**src/rtl/sweep_prune_pair_finder_top_assert.svh**
```systemverilog
// Assertion macros used by the block's top module.
`ifndef SWEEP_PRUNE_PAIR_FINDER_TOP_ASSERT_SVH
`define SWEEP_PRUNE_PAIR_FINDER_TOP_ASSERT_SVH

// Implication checked on every clock edge outside reset.
`define SPF_ASSERT_IMPL(label, ante, cons) \
  label: assert property (@(posedge clk) disable iff (!rst_n) (ante) |-> (cons)) \
    else $error("assertion failed");

// Next-cycle implication checked outside reset.
`define SPF_ASSERT_NEXT(label, ante, cons) \
  label: assert property (@(posedge clk) disable iff (!rst_n) (ante) |=> (cons)) \
    else $error("assertion failed");

`endif

```
**src/rtl/spf_pkg.sv**
```systemverilog
// ----------------------------------------------------------------------------
// spf_pkg
// Shared constants and types of the sweep-and-prune pair finder.
// ----------------------------------------------------------------------------
`default_nettype none
package spf_pkg;
  localparam int unsigned MaxBoxesDef = 8;
  localparam int unsigned MaxResultsDef = 28;
  localparam int unsigned IdxW = 3;
  localparam int unsigned BoundW = 32;
  localparam int unsigned MaskW = 8;
  localparam logic [0:0] RegFirstMask = 1'b0;
  localparam logic [0:0] RegSecondMask = 1'b1;
  typedef logic [BoundW-1:0] bound_t;
  typedef logic [MaskW-1:0] mask_t;

  // Signed compare a > b on two's complement values.
  function automatic logic signed_gt(input bound_t a, input bound_t b);
    signed_gt = $signed(a) > $signed(b);
  endfunction
endpackage
`default_nettype wire

```
**src/rtl/sweep_prune_pair_finder_top.sv**
```systemverilog
// ----------------------------------------------------------------------------
// sweep_prune_pair_finder_top
// Single-axis sweep-and-prune broadphase over a set of up to MAX_BOXES boxes.
// ----------------------------------------------------------------------------
// Usage: send boxes one beat each on the in_ channel; the beat's position in
// the set is the box index (absent boxes keep their slot). A beat with
// in_last_box set starts the sweep; beats beyond MAX_BOXES are dropped but a
// last flag on them still starts the sweep. Box data lives in one RAM (bounds
// and mask per slot, registered read). The sort walks the slots, skipping
// absent ones; for each present box it reads the key, compares it with the
// sorted entries from the end, shifts each larger one up a place and then
// inserts the box. The pair scan fetches each row's box and then tests it
// against the later boxes in sorted order. A found pair is held back until
// the next pair is found or the scan ends, so that the final beat can carry
// out_last_pair; that final beat (or the single out_pair_valid low beat of an
// empty set) is registered in the done state. A stalled receiver holds the
// block in the sweep; no new box is taken until the set's last result beat
// is accepted, and the next set can start in the cycle after that.
// Reset clears the present flags, the slot count and sets both group masks
// to all ones. The cfg_ port (APB style) holds the two group masks.
// ----------------------------------------------------------------------------
`default_nettype none
`include "sweep_prune_pair_finder_top_assert.svh"
module sweep_prune_pair_finder_top
  import spf_pkg::*;
#(
  parameter int unsigned MAX_BOXES = MaxBoxesDef
) (
  input  wire logic                clk,
  input  wire logic                rst_n,
  input  wire logic                in_valid,
  output logic                     in_ready,
  input  wire logic                in_box_present,
  input  wire logic signed [31:0]  in_min_x,
  input  wire logic signed [31:0]  in_max_x,
  input  wire logic [7:0]          in_group_mask,
  input  wire logic                in_last_box,
  output logic                     out_valid,
  input  wire logic                out_ready,
  output logic [2:0]               out_first_index,
  output logic [2:0]               out_second_index,
  output logic                     out_pair_valid,
  output logic                     out_last_pair,
  input  wire logic                cfg_psel,
  input  wire logic                cfg_penable,
  input  wire logic                cfg_pwrite,
  input  wire logic [2:0]          cfg_paddr,
  input  wire logic [31:0]         cfg_pwdata,
  output logic [31:0]              cfg_prdata,
  output logic                     cfg_pready
);
  localparam int unsigned AW = $clog2(MAX_BOXES);
  localparam int unsigned CW = $clog2(MAX_BOXES + 1);
  localparam int unsigned EW = 2 * BoundW + MaskW;
  localparam int unsigned RW = $clog2(MaxResultsDef + 1);

  localparam logic [3:0] S_LOAD  = 4'd0;
  localparam logic [3:0] S_SCAN  = 4'd1;  // walk present flags for insertion
  localparam logic [3:0] S_KEYRD = 4'd2;  // key of box to insert read
  localparam logic [3:0] S_CMP   = 4'd3;  // read sorted[j-1] for the compare
  localparam logic [3:0] S_PA    = 4'd4;  // read box a
  localparam logic [3:0] S_PAW   = 4'd5;
  localparam logic [3:0] S_PB    = 4'd6;  // read box b
  localparam logic [3:0] S_PBW   = 4'd7;
  localparam logic [3:0] S_EMIT  = 4'd8;
  localparam logic [3:0] S_DONE  = 4'd9;
  localparam logic [3:0] S_CMPW  = 4'd10;

  // Configuration registers.
  mask_t m1_r, m2_r;
  logic  cfg_wr;
  assign cfg_pready = 1'b1;
  assign cfg_wr = cfg_psel && cfg_penable && cfg_pwrite;
  always_ff @(posedge clk) begin
    if (!rst_n) begin
      m1_r <= '1;
      m2_r <= '1;
    end else if (cfg_wr && cfg_paddr[1:0] == 2'b00) begin
      if (cfg_paddr[2] == RegFirstMask) m1_r <= cfg_pwdata[7:0];
      else m2_r <= cfg_pwdata[7:0];
    end
  end
  always_comb begin
    cfg_prdata = '0;
    if (cfg_paddr[1:0] == 2'b00) begin
      if (cfg_paddr[2] == RegFirstMask) cfg_prdata[7:0] = m1_r;
      else cfg_prdata[7:0] = m2_r;
    end
  end

  logic [3:0]           st_r, st_nxt;
  logic [CW-1:0]        loaded_r;
  logic [MAX_BOXES-1:0] pres_r;
  logic [AW-1:0]        ord_r [MAX_BOXES];  // sorted order, small register file
  logic [CW-1:0]        cnt_r, i_r, j_r, pi_r, pj_r;
  logic [RW-1:0]        emit_r;
  bound_t               key_r, hi_r;
  mask_t                ma_r;
  logic                 hold_r, fin_r, ov_r, ol_r, ovld_r;
  logic [AW-1:0]        hf_r, hs_r;
  logic [AW-1:0]        of_r, os_r;

  logic          we;
  logic [AW-1:0] waddr, raddr;
  logic [EW-1:0] wdata, rdata;
  bound_t        r_lo, r_hi;
  mask_t         r_m;

  spf_ram #(.Width(EW), .Depth(MAX_BOXES)) u_ram (
    .clk(clk), .we(we), .waddr(waddr), .wdata(wdata),
    .raddr(raddr), .rdata(rdata)
  );
  assign r_lo = rdata[EW-1 -: BoundW];
  assign r_hi = rdata[MaskW +: BoundW];
  assign r_m  = rdata[MaskW-1:0];

  logic in_acc, out_acc, room;
  assign in_ready = (st_r == S_LOAD);
  assign in_acc = in_valid && in_ready;
  assign out_acc = out_valid && out_ready;
  assign room = (loaded_r < CW'(MAX_BOXES));
  assign we = in_acc && room;
  assign waddr = loaded_r[AW-1:0];
  assign wdata = {in_min_x, in_max_x, in_group_mask};

  logic match;
  assign match = ((ma_r & m1_r) != '0 && (r_m & m2_r) != '0) ||
                 ((ma_r & m2_r) != '0 && (r_m & m1_r) != '0);

  logic [AW-1:0] jm1;
  assign jm1 = AW'(j_r - CW'(1));

  always_comb begin
    raddr = i_r[AW-1:0];
    unique case (st_r) inside
      S_SCAN, S_KEYRD: raddr = i_r[AW-1:0];
      S_CMP, S_CMPW:   raddr = ord_r[jm1];
      S_PA, S_PAW:     raddr = ord_r[pi_r[AW-1:0]];
      S_PB, S_PBW:     raddr = ord_r[pj_r[AW-1:0]];
      default:         raddr = i_r[AW-1:0];
    endcase
  end

  assign out_valid = ovld_r;
  assign out_first_index = 3'(of_r);
  assign out_second_index = 3'(os_r);
  assign out_pair_valid = ov_r;
  assign out_last_pair = ol_r;

  logic brk_c, pair_hit;
  assign brk_c = (st_r == S_PBW) && signed_gt(r_lo, hi_r);
  assign pair_hit = !signed_gt(r_lo, hi_r) && match;

  // Next pair position after (pi, pj) has been resolved; "brk" ends row pi.
  logic          adv_done;
  logic [CW-1:0] npi, npj;
  always_comb begin
    npi = pi_r;
    npj = pj_r + CW'(1);
    if (brk_c || npj >= cnt_r) begin
      npi = pi_r + CW'(1);
      npj = pi_r + CW'(2);
    end
    adv_done = (npj >= cnt_r) || (npi + CW'(1) >= cnt_r);
  end

  // The scan ends when no pair is left or the result limit is reached.
  logic sweep_end;
  assign sweep_end = adv_done || (pair_hit && emit_r == RW'(MaxResultsDef - 1));

  always_ff @(posedge clk) begin
    if (!rst_n) begin
      st_r <= S_LOAD;
      loaded_r <= '0;
      pres_r <= '0;
      ovld_r <= 1'b0;
      cnt_r <= '0;
      emit_r <= '0;
      hold_r <= 1'b0;
    end else begin
      st_r <= st_nxt;
      if (out_acc) ovld_r <= 1'b0;
      unique case (st_r)
        S_LOAD: if (in_acc) begin
          if (room) begin
            pres_r[loaded_r[AW-1:0]] <= in_box_present;
            loaded_r <= loaded_r + CW'(1);
          end
          i_r <= '0;
          cnt_r <= '0;
          emit_r <= '0;
          hold_r <= 1'b0;
          fin_r <= 1'b0;
        end
        S_SCAN: begin
          if (!(i_r < loaded_r && pres_r[i_r[AW-1:0]])) i_r <= i_r + CW'(1);
          j_r <= cnt_r;
        end
        S_KEYRD: key_r <= r_lo;
        S_CMP: ;
        S_CMPW: begin
          if (j_r != '0 && signed_gt(r_lo, key_r)) begin
            ord_r[j_r[AW-1:0]] <= ord_r[jm1];
            j_r <= j_r - CW'(1);
          end else begin
            ord_r[j_r[AW-1:0]] <= i_r[AW-1:0];
            cnt_r <= cnt_r + CW'(1);
            i_r <= i_r + CW'(1);
          end
        end
        S_PA: begin
          pi_r <= pi_r;
        end
        S_PAW: begin
          hi_r <= r_hi;
          ma_r <= r_m;
        end
        S_PB: ;
        S_PBW: begin
          pi_r <= npi;
          pj_r <= npj;
          if (pair_hit) begin
            // The new pair is held; the one held before it goes out now.
            hf_r <= ord_r[pi_r[AW-1:0]];
            hs_r <= ord_r[pj_r[AW-1:0]];
            hold_r <= 1'b1;
            fin_r <= sweep_end;
            emit_r <= emit_r + RW'(1);
            if (hold_r) begin
              of_r <= hf_r;
              os_r <= hs_r;
              ov_r <= 1'b1;
              ol_r <= 1'b0;
              ovld_r <= 1'b1;
            end
          end
        end
        S_EMIT: ;
        S_DONE: begin
          if (!ovld_r) begin
            if (hold_r) begin
              of_r <= hf_r;
              os_r <= hs_r;
              ov_r <= 1'b1;
              hold_r <= 1'b0;
            end else begin
              of_r <= '0;
              os_r <= '0;
              ov_r <= 1'b0;
            end
            ol_r <= 1'b1;
            ovld_r <= 1'b1;
          end
          if (out_acc && ol_r) begin
            pres_r <= '0;
            loaded_r <= '0;
          end
        end
        default: ;
      endcase
      if (st_r == S_SCAN && !(i_r < loaded_r)) begin
        pi_r <= '0;
        pj_r <= CW'(1);
      end
    end
  end

  always_comb begin
    st_nxt = st_r;
    unique case (st_r)
      S_LOAD:  if (in_acc && in_last_box) st_nxt = S_SCAN;
      S_SCAN: begin
        if (!(i_r < loaded_r)) begin
          st_nxt = (cnt_r >= CW'(2)) ? S_PA : S_DONE;
        end else if (pres_r[i_r[AW-1:0]]) st_nxt = S_KEYRD;
      end
      S_KEYRD: st_nxt = S_CMP;
      S_CMP:   st_nxt = S_CMPW;
      S_CMPW:  st_nxt = (j_r != '0 && signed_gt(r_lo, key_r)) ? S_CMP : S_SCAN;
      S_PA:    st_nxt = S_PAW;
      S_PAW:   st_nxt = S_PB;
      S_PB:    st_nxt = S_PBW;
      S_PBW: begin
        if (pair_hit && hold_r) st_nxt = S_EMIT;
        else if (sweep_end) st_nxt = S_DONE;
        else if (npi != pi_r) st_nxt = S_PA;
        else st_nxt = S_PB;
      end
      S_EMIT: begin
        if (out_acc) begin
          if (fin_r) st_nxt = S_DONE;
          else st_nxt = (pj_r == pi_r + CW'(1)) ? S_PA : S_PB;
        end
      end
      S_DONE:  if (out_acc && ol_r) st_nxt = S_LOAD;
      default: st_nxt = S_LOAD;
    endcase
  end

  `SPF_ASSERT_IMPL(a_no_in_while_out, out_valid, !in_ready)
  `SPF_ASSERT_IMPL(a_cnt_bound, 1'b1, cnt_r <= CW'(MAX_BOXES))
  `SPF_ASSERT_NEXT(a_last_back_load, out_acc && out_last_pair, st_r == S_LOAD)
endmodule
`default_nettype wire

```
**src/rtl/spf_ram.sv**
```systemverilog
// ----------------------------------------------------------------------------
// spf_ram
// Generic single-write, single-read RAM with registered read data.
// ----------------------------------------------------------------------------
`default_nettype none
module spf_ram #(
  parameter int unsigned Width = 8,
  parameter int unsigned Depth = 8
) (
  input  wire logic                     clk,
  input  wire logic                     we,
  input  wire logic [$clog2(Depth)-1:0] waddr,
  input  wire logic [Width-1:0]         wdata,
  input  wire logic [$clog2(Depth)-1:0] raddr,
  output logic      [Width-1:0]         rdata
);
  logic [Width-1:0] mem [Depth];

  always_ff @(posedge clk) begin
    if (we) begin
      mem[waddr] <= wdata;
    end
    rdata <= mem[raddr];
  end
endmodule
`default_nettype wire
```
**config.mk**
```make
export PLATFORM = sky130hd
export DESIGN_NAME = sweep_prune_pair_finder_top
export DESIGN_NICKNAME = d
export VERILOG_FILES = /design/src/rtl/spf_pkg.sv /design/src/rtl/sweep_prune_pair_finder_top.sv /design/src/rtl/spf_ram.sv
export VERILOG_INCLUDE_DIRS = /design/src /design/src/rtl
export SDC_FILE = /design/constraint.sdc
export NUM_CORES = 1
export LEC_CHECK = 0
export ABC_AREA = 1
export CAP_MARGIN = 10
export CORE_MARGIN = 2
export CORE_UTILIZATION = 41
export DETAILED_ROUTE_END_ITERATION = 7
export DONT_BUFFER_PORTS = 1
export GPL_ROUTABILITY_DRIVEN = 1
export PLACE_DENSITY = 0.56
export SETUP_SLACK_MARGIN = 0.2
export SLEW_MARGIN = 40
export SYNTH_ARGS = -nofsm -noshare
export SYNTH_HDL_FRONTEND = slang
export SYNTH_SLANG_ARGS = --single-unit
```
**constraint.sdc**
```tcl
create_clock -name clk -period 8.1 [get_ports clk]
set_input_delay 2.43 -clock clk [delete_from_list [all_inputs] [get_ports clk]]
set_output_delay 2.43 -clock clk [all_outputs]
set_load 0.005 [all_outputs]
```
# Word-level counts from Yosys, hierarchy flattened
# Memory sizes are Yosys's and may differ from the RTL's. A register that Yosys moved wholly into a read port is not among the register bits.
# Index checks and enable logic that the tools add are counted.
[word_totals] regBits=146 ramBits=600 in_bits=116 wordCells=221 mem_count=2
[classes] n_addsub=9 magnitude_cmp=11 eq_ne=25 n_mux=88 bitwise_logic=6 reduce_logical=57
[memory_table] memory="u_ram.mem" depth=8 width=72 read_ports=1 rd_ports_with_merged_regs=1 write_ports=1 line="spf_ram.sv:17" source="logic [Width-1:0] mem [Depth];"
[memory_table] memory="ord_r" depth=8 width=3 read_ports=3 rd_ports_with_merged_regs=2 write_ports=1 line="sweep_prune_pair_finder_top.sv:94" source="logic [AW-1:0] ord_r [MAX_BOXES];"
[ops] operator="$mux 4" n=20
[ops] operator="$gt 32x32->1" n=2
[ops] operator="$pmux 4 s11" n=1
[ops] operator="$mux 8" n=5
[ops] operator="$mux 3" n=13
[ops] operator="$and 8x8->8" n=4
[ops] operator="$reduce_bool 8->1" n=4
[ops] operator="$mux 1" n=27
[ops] operator="$add 4x1->4 const B" n=6
[ops] operator="$pmux 4 s2" n=3
[ops] operator="$logic_and 1x1->1" n=18
[ops] operator="$eq 4x3->1 const B" n=4
[ops] operator="$pmux 8 s2" n=1
[ops] operator="$reduce_and 4->1" n=4
[ops] operator="$ne 2x2->1 const B" n=7
[ops] operator="$eq 4x4->1 const B" n=3
[ops] operator="$ge 4x4->1" n=3
[ops] operator="$pmux 3 s2" n=2
[ops] operator="$pmux 4 s3" n=1
[ops] operator="$reduce_and 3->1" n=4
[ops] operator="$reduce_bool 2->1" n=6
[ops] operator="$mux 5" n=2
[ops] operator="$pmux 5 s2" n=1
[ops] operator="$reduce_and 2->1" n=5
[ops] operator="32 further kinds" n=50

# Longest topological paths before layout
[depth] depth_word=11 ltp_mapped=32

# Modules after synthesis
# A second synthesis with hierarchy kept.
[unflattened] cells_unflattened=3745 area_unflattened_um2=36695.2
[modules_own_cells] module="spf_ram" n_inst=1 cells_per_inst=2577 area_each_um2=26565.5 seq_area_each_um2=18738.0
[modules_own_cells] module="sweep_prune_pair_finder_top" n_inst=1 cells_per_inst=1168 area_each_um2=10129.7 seq_area_each_um2=4794.6

# Worst setup path after synthesis
# OpenSTA, ideal clock, no wires.
[synth_timing] kind="input to register" start="input port in_valid" end="memory u_ram.mem[0][0] in the netlist's numbering (enable)" setup_ns=0.591 t_arrival_ns=7.752 required_time_ns=7.509 path_slack_ns=-0.243 stages=6 n_path_buf=0 cell_sequence="inv_1 -> nor2_1 -> inv_1 -> nor2_1 -> inv_1 -> nor3_1"
[synth_between] elab_chain_len=4
[synth_lines] element="start, declared" line="sweep_prune_pair_finder_top.sv:31" source="input wire logic in_valid,"
[synth_lines] element="$logic_and 1x1->1" line="sweep_prune_pair_finder_top.sv:119" source="assign in_acc = in_valid && in_ready;"
[synth_lines] element="$logic_and 1x1->1" line="sweep_prune_pair_finder_top.sv:122" source="assign we = in_acc && room;"
[synth_lines] element="$mux 1" line="spf_ram.sv:20" source="if (we) begin"
[synth_lines] element="$mux 1 (implied by the code)" line="spf_ram.sv:21" source="mem[waddr] <= wdata;"
[synth_lines] element="end, declared" line="spf_ram.sv:17"
# Every way passes these cells.

# Worst setup path after layout
[layout_timing] start="input port cfg_paddr[1]" end="output port cfg_prdata[2]"
[layout_between] elab_chain_len=2
[layout_lines] element="start, declared" line="sweep_prune_pair_finder_top.sv:47" source="input wire logic [2:0] cfg_paddr,"
[layout_lines] element="$logic_not 2->1" line="sweep_prune_pair_finder_top.sv:85" source="if (cfg_paddr[1:0] == 2'b00) begin"
[layout_lines] element="$mux 8" line="sweep_prune_pair_finder_top.sv:85"
[layout_lines] element="end, declared" line="sweep_prune_pair_finder_top.sv:49" source="output logic [31:0] cfg_prdata,"
# Every way passes these cells.

==> results.py <==
metrics = {
    "outcome": {
        "status": "complete, no violations",
    },
    "setup_path": {
        "startpoint_type": "input pin",
        "critPathSlowestCell": "nor2_1",
        "worst-r2r-setup-slack_ns": 3.27,
        "cp_data_required_time_ns": 5.67,
        "cp-startpoint": "cfg_paddr[1]",
        "r2r-end": "u_ram.rdata[7]$_DFF_P_",
        "crit_path_max_fanout": 9,
        "path_class": "input pin to output port",
        "cp.arrival_ns": 3.28,
        "rr_startpoint": "j_r[0]$_DFFE_PP_",
        "crit_path_end_kind": "output port",
        "crit_chain": "nor2_1 -> o21ai_0 -> a21oi_1",
        "rr_worst_depth": 18,
        "max_stage_delay_ns": 0.43,
    },
    "timing": {
        "setup_ws_ns": 2.39,
        "slew_headroom": 0.389,
        "worst_pin_slew_ns": 0.916,
        "grt_setup_unrepaired": "false",
        "setup_viol_count_final": 0,
        "skew_ns": 0.0264,
        "final.min_clock_period_ns": 5.71,
        "max_freq_mhz": 175,
        "fin_crit_sh": 0.704,
        "slew_viol_final": 0,
        "finalHoldViolCount": 0,
        "hold_slack_ns": 0.401,
    },
    "clock_tree": {
        "cts_resized": 0,
        "postCtsHoldBufs": 0,
        "cts_root_buffer": "clkbuf_16",
        "clk_pin_slew_ns": 0.06,
        "post_cts_buffers": 0,
        "clock_tree.htree_level_count": 3,
        "cts_tree": "done",
        "clk_latency_ns": 0.65,
        "cts_inserted_buffers": 85,
        "cts.sinks": 824,
        "clk_path_buf_depth": 3,
    },
    "logic_synthesis": {
        "seq_area_frac_synth": 0.681,
        "synth-seq-cells": 824,
        "synthCells": 3148,
        "yosys.cell_types.count": 46,
        "syn_area_um2": 34600,
        "syn_area_per_cell_um2": 11.0,
        "yosysWarnings": 0,
    },
    "finish": {
        "area_growth_pct": 11.2,
        "nets": 3346,
        "fillerInstances": 7454,
        "drive_above_1_share": 0.0576,
        "final_area_um2": 38400,
        "final_core_util": 0.460,
    },
    "placement": {
        "placed_area_um2": 35600,
        "portBuffers": 0,
        "dp_slack_ns": 2.39,
        "dp_hpwl_mm": 45.7,
        "routabilityCongestion": 0.855,
    },
    "run": {
        "drv_cap": 0,
    },
    "global_route": {
        "grt_pass1_wl_mm": 122,
        "grt_pass1_vias": 21400,
        "overflow": 0,
        "gr-usage-all-layers": 0.183,
        "grt_start_max_net_pins": 172,
        "antenna_found_initial": 1,
    },
    "route": {
        "wl_per_cell_um": 18.5,
        "routed-wl-met2_mm": 37.4,
        "drc": 0,
        "top_layer": "met4",
        "antenna_left": 0,
        "vias": 21900,
        "wl_met1_mm": 35.1,
        "wl_mm": 79.4,
        "viasPerCell": 5.09,
        "wl_met3_mm": 5.24,
        "dr.pass1.iters": 7,
        "drt_first_iter_violations": 1560,
    },
    "floorplanning": {
        "die-area_um2": 86600,
        "die_y_um": 294,
        "coreArea_um2": 83600,
        "io_pins": 159,
        "die_w_um": 294,
        "fp-row-count": 106,
        "start_util": 0.414,
    },
    "worst_hold_path": {
        "holdPathEnd": "hi_r[12]$_DFFE_PP_",
        "hold_path.class": "flop to flop",
        "min_from": "u_ram.rdata[20]$_DFF_P_",
        "whs_path_depth": 0,
    },
    "power": {
        "cellPowerDensity_nw_per_um2": 326,
        "ir_drop_v": 0.000195,
        "p_total_mw": 12.5,
        "leakagePower_nw": 14.9,
    },
}
-- flip-flops by register name, summed over array words and instances (netlist names), 3 cells and up, named ones only --
signal / cells
ma_r: 8
hi_r: 32
st_r: 4
out_first_index: 3
hf_r: 3
ord_r: 24
m1_r: 8
pj_r: 4
key_r: 32
out_second_index: 3
j_r: 4
u_ram.mem: 576
i_r: 4
pres_r: 8
pi_r: 4
cnt_r: 4
m2_r: 8
u_ram.rdata: 72
hs_r: 3
loaded_r: 4
emit_r: 5
-- placed cells by master, fill, tap and decap left out, drive strengths merged, types with 10 or more instances in the layout --
master / synthesis / layout
buf: 108 / 33
clkinv: 1 / 24
nand3: 32 / 32
inv: 347 / 351
ha: 90 / 90
o211ai: 13 / 13
dfxtp: 121 / 121
clkbuf: 43 / 123
a31oi: 10 / 10
nand2: 558 / 558
nand4: 16 / 16
a21oi: 246 / 246
nor2: 394 / 394
edfxtp: 703 / 703
nor3: 10 / 10
o21ai: 383 / 383
conb: 2 / 25
-- cell families after synthesis --
group                      count (synthesis)  share of synthesized area
adders and majority gates                 90                     0.0326
AOI/OAI and AO/OA                        695                      0.106
buffers and inverters                    499                     0.0606
and+or+nand+nor                         1023                      0.115
other                                      2                   0.000217
DFF                                      824                      0.681
xor gates and xnor gates                  15                    0.00380
-- worst max-delay path, delay by kind of cell --
kind / cells / cell delay (ns)
compound gates: 2 / 0.42
simple gates: 1 / 0.43
-- report_power, final --
group | internal (mW) | leakage, nW | switching, mW
clock | 2.15 | 1.31 | 1.62
combinational | 0.993 | 6.19 | 2.29
sequential | 5.20 | 7.37 | 0.258
total | 8.35 | 14.9 | 4.17
-- layer usage --
layer / up-vias / track usage
met3: 116 / 0.0410
met5: - / 0
met2: 535 / 0.305
li1: 10700 / -
met4: 0 / 0.0554
met1: 10500 / 0.240
-- synth_stat cells, drive strengths merged --
master	count	share of area
a211oi	2	0.00043
a21boi	4	0.00087
a21o	1	0.00022
a21oi	246	0.036
a221oi	6	0.0015
a22o	3	0.00076
a22oi	2	0.00043
a311oi	7	0.0018
a31oi	10	0.0018
a32o	1	0.00029
and2	2	0.00036
and3	1	0.00018
buf	108	0.018
clkbuf	43	0.0047
clkinv	1	0.00011
conb	2	0.00022
dfxtp	121	0.070
edfxtp	703	0.61
ha	90	0.033
inv	347	0.038
nand2	558	0.061
nand3	32	0.0046
nand4	16	0.0029
nor2	394	0.043
nor3	10	0.0014
nor3b	1	0.00022
nor4	9	0.0016
o2111ai	3	0.00076
o211ai	13	0.0028
o21a	9	0.0020
o21ai	383	0.056
o21bai	1	0.00022
o221ai	1	0.00025
o22ai	3	0.00072
xnor2	7	0.0018
xor2	8	0.0020
-- worst max path at each step --
| stage | to | slack [ns] | cells after the start |
|---|---|---|---|
| after floorplan | u_ram.mem[0][0]$_DFFE_PP_ | -0.24 | 6 |
| after global placement | cfg_prdata[2] | 2.42 | 3 |
| final | cfg_prdata[2] | 2.39 | 3 |
| after detailed placement | cfg_prdata[2] | 2.39 | 3 |
| after global routing | cfg_prdata[3] | 2.29 | 3 |
| after CTS | cfg_prdata[2] | 2.39 | 3 |
-- through the flow --
step	cells	TNS [ns]
2_1_floorplan	3171	-70.03
3_3_place_gp	4129	0
3_5_place_dp	4132	0
4_1_cts	4289	0
5_1_grt	4290	0
6_report	4291	0
-- layout make-up --
cell class | instances | area [um2] | area share
flip-flops and latches | 824 | 23500 | 0.613
clock inverters | 34 | 357 | 0.00928
clock buffers | 123 | 2370 | 0.0617
repair buffers | 33 | 379 | 0.00987
multi-input cells | 1848 | 9110 | 0.237
diodes | 1 | 2.50 | 0.0000652
well taps | 1080 | 1350 | 0.0352
inverters | 348 | 1310 | 0.0341
Power figures use the tool's default switching activity.
